===== src/rtl/core/pspsc_pkg.sv =====
`timescale 1ns / 1ps
// ----------------------------------------------------------------------------
// pspsc_pkg
// Shared types and constants of the per-source port scan classifier.
// ----------------------------------------------------------------------------
package pspsc_pkg;

    localparam int BUCKETS_DEF = 64;
    localparam int WAYS_DEF    = 4;

    localparam logic [15:0] CFG_COUNT_THR_RST = 16'd5;
    localparam logic [15:0] CFG_RESET_LIM_RST = 16'd100;
    localparam logic [15:0] CFG_SEQ_LIM_RST   = 16'd5;
    localparam logic [15:0] CFG_HOR_LIM_RST   = 16'd5;

    localparam logic [1:0] REG_COUNT_THR = 2'd0;
    localparam logic [1:0] REG_RESET_LIM = 2'd1;
    localparam logic [1:0] REG_SEQ_LIM   = 2'd2;
    localparam logic [1:0] REG_HOR_LIM   = 2'd3;

    localparam logic [3:0] KIND_OTHER = 4'd0;
    localparam logic [3:0] KIND_SYN   = 4'd1;
    localparam logic [3:0] KIND_FIN   = 4'd4;
    localparam logic [3:0] KIND_XMAS  = 4'd6;
    localparam logic [3:0] KIND_NULL  = 4'd7;
    localparam logic [3:0] KIND_RST   = 4'd8;

    localparam logic [2:0] V_NONE  = 3'd0;
    localparam logic [2:0] V_SYN   = 3'd1;
    localparam logic [2:0] V_FIN   = 3'd2;
    localparam logic [2:0] V_XMAS  = 3'd3;
    localparam logic [2:0] V_NULL  = 3'd4;
    localparam logic [2:0] V_CONN  = 3'd5;
    localparam logic [2:0] V_SEQ   = 3'd6;
    localparam logic [2:0] V_HORIZ = 3'd7;

    // One classified packet handed from the front to the back.
    typedef struct packed {
        logic [31:0] src_ip;
        logic [31:0] dst_ip;
        logic [15:0] dst_port;
        logic [3:0]  kind;
    } t_pkt;

    // Per-source record held in the table memory.
    typedef struct packed {
        logic [31:0] source;
        logic [15:0] total;
        logic [15:0] syn;
        logic [15:0] fin;
        logic [15:0] xmas;
        logic [15:0] nul;
        logic [15:0] rst;
        logic [15:0] seq;
        logic [15:0] horiz;
        logic [31:0] prev_ip;
        logic [15:0] prev_port;
        logic [3:0]  first_kind;
        logic [2:0]  verdict;
        logic [31:0] dest;
    } t_rec;

    typedef struct packed {
        logic [15:0] count_thr;
        logic [15:0] reset_lim;
        logic [15:0] seq_lim;
        logic [15:0] hor_lim;
    } t_cfg;

    function automatic logic [15:0] sat_inc(input logic [15:0] v);
        return (v == 16'hFFFF) ? v : v + 16'd1;
    endfunction

endpackage


===== src/rtl/core/pspsc_front.sv =====
`timescale 1ns / 1ps
// ----------------------------------------------------------------------------
// pspsc_front
// Accepts packet headers, folds kinds above rst to other, and queues them.
// ----------------------------------------------------------------------------
module pspsc_front (
    input  logic             i_clk,
    input  logic             i_rst_n,
    input  logic             i_valid,
    output logic             o_ready,
    input  pspsc_pkg::t_pkt  i_pkt,
    output logic             o_valid,
    input  logic             i_ready,
    output pspsc_pkg::t_pkt  o_pkt
);

    // Two-entry queue.
    pspsc_pkg::t_pkt r_mem [2];
    logic       r_wp, r_rp;
    logic [1:0] r_cnt;
    pspsc_pkg::t_pkt w_cls;
    logic w_push, w_pop;

    // Classification: kinds above rst behave as other.
    always_comb begin
        w_cls = i_pkt;
        if (i_pkt.kind > pspsc_pkg::KIND_RST) w_cls.kind = pspsc_pkg::KIND_OTHER;
    end

    assign o_ready = (r_cnt != 2'd2);
    assign o_valid = (r_cnt != 2'd0);
    assign o_pkt   = r_mem[r_rp];
    assign w_push  = i_valid && o_ready;
    assign w_pop   = o_valid && i_ready;

    always_ff @(posedge i_clk) begin
        if (w_push) r_mem[r_wp] <= w_cls;
        if (!i_rst_n) begin
            r_wp  <= 1'b0;
            r_rp  <= 1'b0;
            r_cnt <= 2'd0;
        end else begin
            if (w_push) r_wp <= ~r_wp;
            if (w_pop)  r_rp <= ~r_rp;
            r_cnt <= r_cnt + {1'b0, w_push} - {1'b0, w_pop};
        end
    end

endmodule


===== config.mk =====
export PLATFORM = sky130hd
export DESIGN_NAME = pspsc_front
export DESIGN_NICKNAME = d
export VERILOG_FILES = /design/src/rtl/core/pspsc_pkg.sv /design/src/rtl/core/pspsc_front.sv
export SDC_FILE = /design/constraint.sdc
export NUM_CORES = 1
export LEC_CHECK = 0
export BUFFER_PORTS_ARGS = -buffer_cell sky130_fd_sc_hd__buf_2
export CAP_MARGIN = 30
export CORE_MARGIN = 10
export CORE_UTILIZATION = 50
export DETAILED_ROUTE_END_ITERATION = 12
export PLACE_DENSITY = 0.76
export SLEW_MARGIN = 40
export SYNTH_ARGS = -nofsm -noshare
export SYNTH_HDL_FRONTEND = slang
export SYNTH_SLANG_ARGS = --single-unit

===== constraint.sdc =====
create_clock -name i_clk -period 3.95 [get_ports i_clk]
set_clock_uncertainty 0.15 [all_clocks]
set_input_delay 0.79 -clock i_clk [delete_from_list [all_inputs] [get_ports i_clk]]
set_output_delay 0.79 -clock i_clk [all_outputs]
set_load 0.1 [all_outputs]

# After elaboration in Yosys (flattened, before gate mapping)
# Memory sizes are Yosys's and may differ from the RTL's. A register that Yosys moved wholly into a read port is not among the register bits.
# Index checks and enable logic that the tools add are counted.
# Widths: inputs -> output; s select.
[totals]
n_memories = 1
in_bits = 88
mem_bits_rw = 168
elab_cells = 18
regBits = 4
out_inout_bits = 86
[classes]
n_mux = 5
add_sub_neg = 2
bitwise = 2
n_eq_ne = 1
reduce_logical = 3
order_cmp = 1
[mem_list]
columns = ["name", "depth", "width", "rd", "rd_clocked_by_memory_dff", "wr", "line_no", "rtl"]
rows = [
  ["r_mem", 2, 84, 1, 1, 1, "pspsc_front.sv:18", "pspsc_pkg::t_pkt r_mem [2];"],
]
[op_table]
columns = ["op", "count"]
rows = [
  ["$gt 4x4->1 const B", 1],
  ["$mux 1", 4],
  ["$mux 4", 1],
  ["$add 2x1->2", 1],
  ["$logic_and 1x1->1", 2],
  ["$ne 2x2->1 const B", 1],
  ["$not 1->1", 2],
  ["$reduce_bool 2->1", 1],
  ["$sub 2x1->2", 1],
]

# Depth between registers and ports, before layout
# Gate-level depths: netlist (run 1).
[logic_depth]
depth_word = 4
depth_mapped = 6
mapped_depth_nobuf = 6

# Worst setup path after synthesis (run 1)
# OpenSTA, ideal clock, no wires.
[synth_path]
kind = "flip-flop to flip-flop"
start = "reg r_cnt[0]"
end = "mem r_mem[1][0] in the netlist's numbering, enable pin"
period_less_slack_ns = 3.997
setup_slack_ns = -0.047
setup_time_ns = 0.452
stages_incl_launch_ff = 3
t_required_ns = 3.348
n_path_buf = 0
arrival_time_ns = 3.395
path_cell_list = "dfxtp_1 > nand2b_1 > and3_1"
[synth_via]
elab_chain_len = 4
[synth_lines]
columns = ["item", "line_no", "rtl"]
rows = [
  ["from (decl)", "pspsc_front.sv:20", "logic [1:0] r_cnt;"],
  ["from (signal assigned)", "pspsc_front.sv:45", "r_cnt <= r_cnt + {1'b0, w_push} - {1'b0, w_pop};"],
  ["$ne 2x2->1", "pspsc_front.sv:30", "assign o_ready = (r_cnt != 2'd2);"],
  ["net o_ready", "pspsc_front.sv:10", "output logic o_ready,"],
  ["$logic_and 1x1->1", "pspsc_front.sv:33", "assign w_push = i_valid && o_ready;"],
  ["$mux 1", "pspsc_front.sv:37", "if (w_push) r_mem[r_wp] <= w_cls;"],
  ["$mux 1 (not written as such)", "pspsc_front.sv:37", ""],
  ["to (decl)", "pspsc_front.sv:18", ""],
]
# The timed path passes the listed nets, and every way through them passes these cells.

==> results.yml, run 1 <==
logic_synthesis:
  netlist_instances: 294
  post-synth-top-count-cell: "edfxtp_1"
  netlist_area_um2: 6600
  ys.flop_type: "edfxtp_1"
  synthArstFlopShare_pct: 0
  ys_seq_area_share_pct: 78.0
  netlist-cell-type-count: 27
  ys_ff_latch: 173
  ys_warn_count: 0
  syn-num-nets: 383
  synthTopCellsByCount: "168 x edfxtp_1, 60 x mux2_4, 24 x mux2_2, 7 x buf_6, 5 x dfxtp_1"
  synth_top_area_share_pct: 76.5
  synth_top_area_cell: "edfxtp_1"
  synth_edf_count: 168
  synthTopCellsByArea: "edfxtp_1 76%, mux2_4 14%, mux2_2 4.1%"
  syn_area_per_cell_um2: 22.4
worst_hold_path:
  hold_class: "primary input to flip-flop"
critical_path:
  endpoint_kind: "output pin"
  cp.required_ns: 3.01
  cp_cell_sequence: "buf_4 > mux2_2 > buf_2"
  crit_family: "buffers and inverters"
  critPathBufInv: 2
  start_kind: "flip-flop"
  crit_path_max_incr_delay_ns: 0.64
  cp_slowest_cell: "dfxtp_4"
  path_max_fanout: 30
  crit_type: "flip-flop to output pin"
  crit_arrival_ns: 2.18
die:
  fp-row-count: 41
  die_h_um: 135
  fp.dieW_um: 135
  io_pins: 174
  initial_utilization_pct: 51.6
  core-area_um2: 12800
  die_area_um2: 18200
layout:
  nets: 571
  finalNonFillerCells: 666
  drive_above_1_share_pct: 58.5
  area_growth_pct: 24.3
  n_antenna_cell: 0
clocking:
  clkTransAtPathRegs_ns: 0.06
  worstSkewPairLatency_ns: 0.41
  cts_tree: "built"
  cts_buffer_depth: 2
  cts-root-buf: "clkbuf_16"
  cts.sinks: 173
  cts_resized: 0
  cts_buffers: 17
  cts-htree-levels: 4
  hold_buffers: 0
  post-cts-setup-buffer-count: 0
drt:
  wl_mm: 12.8
  firstDrtPassIters: 5
  routedWlPerCell_um: 19.2
  drt_iter0_drc: 232
  viasPerCell: 4.98
  drc: 0
  postRouteAntennaNets: 0
  num_vias: 3316
sta:
  hold_viol_final: 0
  setup-tns-final_ns: 0
  max_freq_ghz: 0.320
  fin_crit_ns: 3.12
  tightest_slew_ns: 0.735
  rsz0062_at_grt: "false"
  max_slew_margin_pct: 51.0
  setup_viol: 0
  period_share_pct: 79.1
  final-max-slew-violation-count: 0
  layout_setup_ws_ns: 0.827
pwr:
  power.density_nw_per_um2: 786
  ir_worst_vdd_uv: 385
  leakage_nw: 3.19
place:
  pre_cts_ws_ns: 1.23
  portBuffers: 173
  gp_congestion: 0.748
  placedCellCount: 635
  hpwl_mm: 9.18
global_routing:
  grt_use_total_pct: 14.2
  grt_overflow: 0
  grt_max_degree: 52
  grt_pass1_vias: 3595
  grt_pass1_wl_mm: 19.9
  antenna_found_initial: 0
status:
  status: "finished clean"
run:
  drv_cap: 0
==> cell usage in the layout (no fill, tap or decap), drive strengths merged, types with 2 or more instances in the layout <==
| cell type | netlist | final |
|---|---|---|
| nor2b | 4 | 4 |
| edfxtp | 168 | 168 |
| o21ai | 2 | 2 |
| and2 | 3 | 3 |
| bufinv | 0 | 2 |
| clkbuf | 0 | 19 |
| clkinv | 0 | 10 |
| a21bo | 2 | 2 |
| mux2 | 84 | 84 |
| nand2b | 2 | 2 |
| dfxtp | 5 | 5 |
| nor2 | 2 | 2 |
| buf | 9 | 178 |
==> cells by family after synthesis <==
| family | after synthesis | synth area share (%) |
|---|---|---|
| flip-flops | 173 | 78.0 |
| multiplexers | 85 | 17.9 |
| AND/OR/NAND/NOR | 17 | 1.54 |
| buffers and inverters | 10 | 1.40 |
| AO/OA/AOI/OAI | 7 | 0.816 |
| XOR/XNOR | 1 | 0.133 |
| adder cells (fa/ha/maj) | 1 | 0.190 |
==> per-layer routing <==
layer,up-vias,global-route usage [%],routed length (um),part of all wire (%)
met1,1637,16.4,5120,40
met4,0,4.72,88,0.69
li1,1538,-,-,-
met5,-,0,0,0
met3,7,7.01,1210,9.5
met2,134,22.5,6360,50
==> power by group <==
group | total [mW] | internal, mW | leakage [nW] | switching, mW
combinational | 2.60 | 0.552 | 1.31 | 2.04
clock | 1.51 | 0.908 | 0.259 | 0.605
sequential | 2.33 | 2.24 | 1.62 | 0.0934
total | 6.44 | 3.70 | 3.19 | 2.74
==> cell type report <==
type,instances,area [um^2]
sequential,173,5150
fill,909,4580
multi-input combinational,111,1360
timing repair buffer,178,928
clock buffer,19,433
tap,172,215
clock inverter,12,104
inverter,1,5.00
==> worst paths after layout <==
kind                                start            to  slack, ns  depth (start not counted)
worst min register to register       r_rp     flip-flop       0.43                          2
worst max register to register   r_cnt[0]   r_mem[0][4]       1.63                          4
worst min-delay path            i_pkt[16]  r_mem[0][16]       0.42                          1
worst max-delay path            flip-flop      o_pkt[0]       0.83                          3
==> registers in the layout (all words and copies together) (netlist names), named ones only <==
register and cells:
r_mem 168, r_cnt 2, r_wp 1, r_rp 1
==> stage by stage <==
stage / cell area [um^2] / total power, mW / hold WS [ns] / utilization (%)
3_3_place_gp: 7660 / 4.96 / 0.413 / 60.0
5_1_grt: 8200 / 6.67 / 0.389 / 64.2
3_5_place_dp: 7660 / 4.99 / 0.419 / 60.0
6_report: 8200 / 6.44 / 0.419 / 64.2
4_1_cts: 8200 / 6.50 / 0.395 / 64.2
2_1_floorplan: 6600 / 4.66 / 0.368 / -
No activity file was read; power rests on OpenSTA's default activity.
==> run 2, diff against run 1 <==
--- a/config.mk
+++ b/config.mk
@@ -5,6 +5,7 @@
 export SDC_FILE = /design/constraint.sdc
 export NUM_CORES = 1
 export LEC_CHECK = 0
+export ABC_AREA = 1
 export BUFFER_PORTS_ARGS = -buffer_cell sky130_fd_sc_hd__buf_2
 export CAP_MARGIN = 30
 export CORE_MARGIN = 10
==> constraint.sdc (replaced) <==
create_clock -name i_clk -period 3.3 [get_ports i_clk]
set_clock_uncertainty 0.15 [all_clocks]
set_input_delay 0.66 -clock i_clk [delete_from_list [all_inputs] [get_ports i_clk]]
set_output_delay 0.66 -clock i_clk [all_outputs]
set_load 0.1 [all_outputs]
==> run 2 against run 1 <==
Synthesized cell count rose by 3.7%. Global-route usage fell by 0.13 points. Register-to-register slack got worse by 0.45 ns. Flip-flop and latch count did not move. Sequential share of layout area fell by 0.37 points. Critical path depth did not move. Routed wire length fell by 0.37%. Via count barely moved.
==> results.yml, run 2 <==
drt:
  firstDrtPassIters: 4
  viasPerCell: 4.88
  wl_mm: 12.7
  routedWlPerCell_um: 18.7
  drt_iter0_drc: 191
  num_vias: 3315
  drc: 0
  postRouteAntennaNets: 0
die:
  fp-row-count: 41
  fp.dieW_um: 135
  initial_utilization_pct: 51.6
  io_pins: 174
  die_area_um2: 18100
  die_h_um: 135
  core-area_um2: 12700
layout:
  nets: 584
  layout_commonest_cell: "buf_2"
  utilization_pct: 64.8
  area_growth_pct: 25.5
  drive_above_1_share_pct: 58.0
  regMostFlops: "r_mem"
  reg_top3: "r_mem (168), r_cnt (2)"
  largest_reg_flops: 168
  layout_common_cells: "173 x buf_2, 168 x edfxtp_1, 60 x mux2_4"
critical_path:
  cp_cell_sequence: "buf_4 > mux2_2 > buf_2"
  regToRegStartpoint: "r_cnt[0]"
  crit_family: "buffers and inverters"
  r2r_end: "r_mem[0][4]"
  cp.required_ns: 2.49
  path_max_fanout: 24
  critPathBufInv: 2
  crit_type: "flip-flop to output pin"
  worstRegToRegCells: 5
  start_kind: "flip-flop"
  crit_path_max_incr_delay_ns: 0.63
  crit_arrival_ns: 2.08
  endpoint_kind: "output pin"
  cp_slowest_cell: "dfxtp_4"
  reg2reg_slack_ns: 1.18
global_routing:
  grt_overflow: 0
  grt_use_total_pct: 14.1
  grt_pass1_wl_mm: 19.6
  grt_max_degree: 51
  antenna_found_initial: 1
  grt_pass1_vias: 3704
sta:
  hold_viol_final: 0
  final-max-slew-violation-count: 0
  setup-tns-final_ns: 0
  tightest_slew_ns: 0.679
  layout_setup_ws_ns: 0.414
  hold_slack_ns: 0.283
  fin_crit_ns: 2.89
  max_freq_ghz: 0.347
  setup_viol: 0
  period_share_pct: 87.4
  rsz0062_at_grt: "false"
  max_slew_margin_pct: 54.7
clocking:
  cts_buffers: 17
  clkTransAtPathRegs_ns: 0.06
  cts-root-buf: "clkbuf_16"
  cts-htree-levels: 4
  cts_resized: 0
  cts_tree: "built"
  post-cts-setup-buffer-count: 0
  cts.sinks: 173
  cts_buffer_depth: 2
  worstSkewPairLatency_ns: 0.41
  hold_buffers: 0
logic_synthesis:
  synthTopCellsByArea: "edfxtp_1 77%, mux2_4 14%, mux2_2 4.1%"
  synthTopCellsByCount: "168 x edfxtp_1, 60 x mux2_4, 24 x mux2_2, 12 x nor2_1"
  synthArstFlopShare_pct: 0
  ys.flop_type: "edfxtp_1"
  synth_top_area_share_pct: 76.8
  ys_ff_latch: 173
  syn-num-nets: 394
  netlist_instances: 305
  synth_edf_count: 168
  netlist_area_um2: 6570
  synth_top_area_cell: "edfxtp_1"
  post-synth-top-count-cell: "edfxtp_1"
  ys_seq_area_share_pct: 78.3
  syn_area_per_cell_um2: 21.5
  ys_warn_count: 0
  netlist-cell-type-count: 14
place:
  hpwl_mm: 9.20
  gp_congestion: 0.721
  pre_cts_ws_ns: 0.821
  portBuffers: 173
worst_hold_path:
  holdPathEnd: "r_mem[1][8]"
  min_from: "i_pkt[8]"
  hold_depth: 1
  hold_class: "primary input to flip-flop"
run:
  drv_cap: 0
status:
  status: "finished clean"
[run 2: cell types whose count changed in the layout (fill, tap and decap cells not counted), moves of 3 or more]
cell	previous run	this run
inv_1	0	11
nand2_1	1	10
nor2_1	2	10
clkinv_1	7	2
nor2b_1	4	0
and2_1	3	0
clkinv_2	3	0
clkinvlp_4	1	4
[run 2: logic make-up after synthesis]
group / share of synthesized area (%)
XOR/XNOR: 0.133
buffers and inverters: 1.98
multiplexers: 17.8
flip-flops: 78.3
AND/OR/NAND/NOR: 1.49
AO/OA/AOI/OAI: 0.0761
adder cells (fa/ha/maj): 0.190
[run 2: worst register-to-register path, stage by stage (launching register included)]
cell	delay [ns]
dfxtp_1	0.36
inv_1	0.07
nand2_2	0.07
nand2_1	0.22
nor2_4	0.53
buf_4	0.39
[run 2: metal layers]
layer | global-route usage (%) | vias up | share of wire (%)
met4 | 5.14 | 0 | 0.87
met3 | 7.38 | 12 | 10
met5 | 0 | - | 0
met1 | 15.2 | 1615 | 38
li1 | - | 1555 | -
met2 | 22.9 | 133 | 51
[run 2: layout make-up]
type                       count  area (um^2)
sequential                   173         5150
fill                         928         4480
multi-input combinational    112         1310
timing repair buffer         180          943
clock buffer                  20          437
tap                          172          215
clock inverter                11          145
inverter                      11         41.3
antenna                        1         2.50
[run 2: worst max path at each step]
stage	startpoint	to	cells after the start
global route	flip-flop	o_pkt[10]	3
floorplan	r_cnt[0]	r_mem[1][0]	4
detailed placement	flip-flop	o_pkt[9]	3
CTS	flip-flop	o_pkt[9]	3
finish	flip-flop	o_pkt[10]	3
global placement	flip-flop	o_pkt[10]	3
[run 2: stage by stage]
step                      area [um^2]  std cells
after global placement           7660        648
after floorplan                  6590        305
after detailed placement         7660        648
final                            8250        680
after global routing             8240        679
after CTS                        8240        679
Power of run 2 is left out: the tool's default activity adds up to more than one toggle a clock period on the data nets, which glitch-free logic cannot reach.
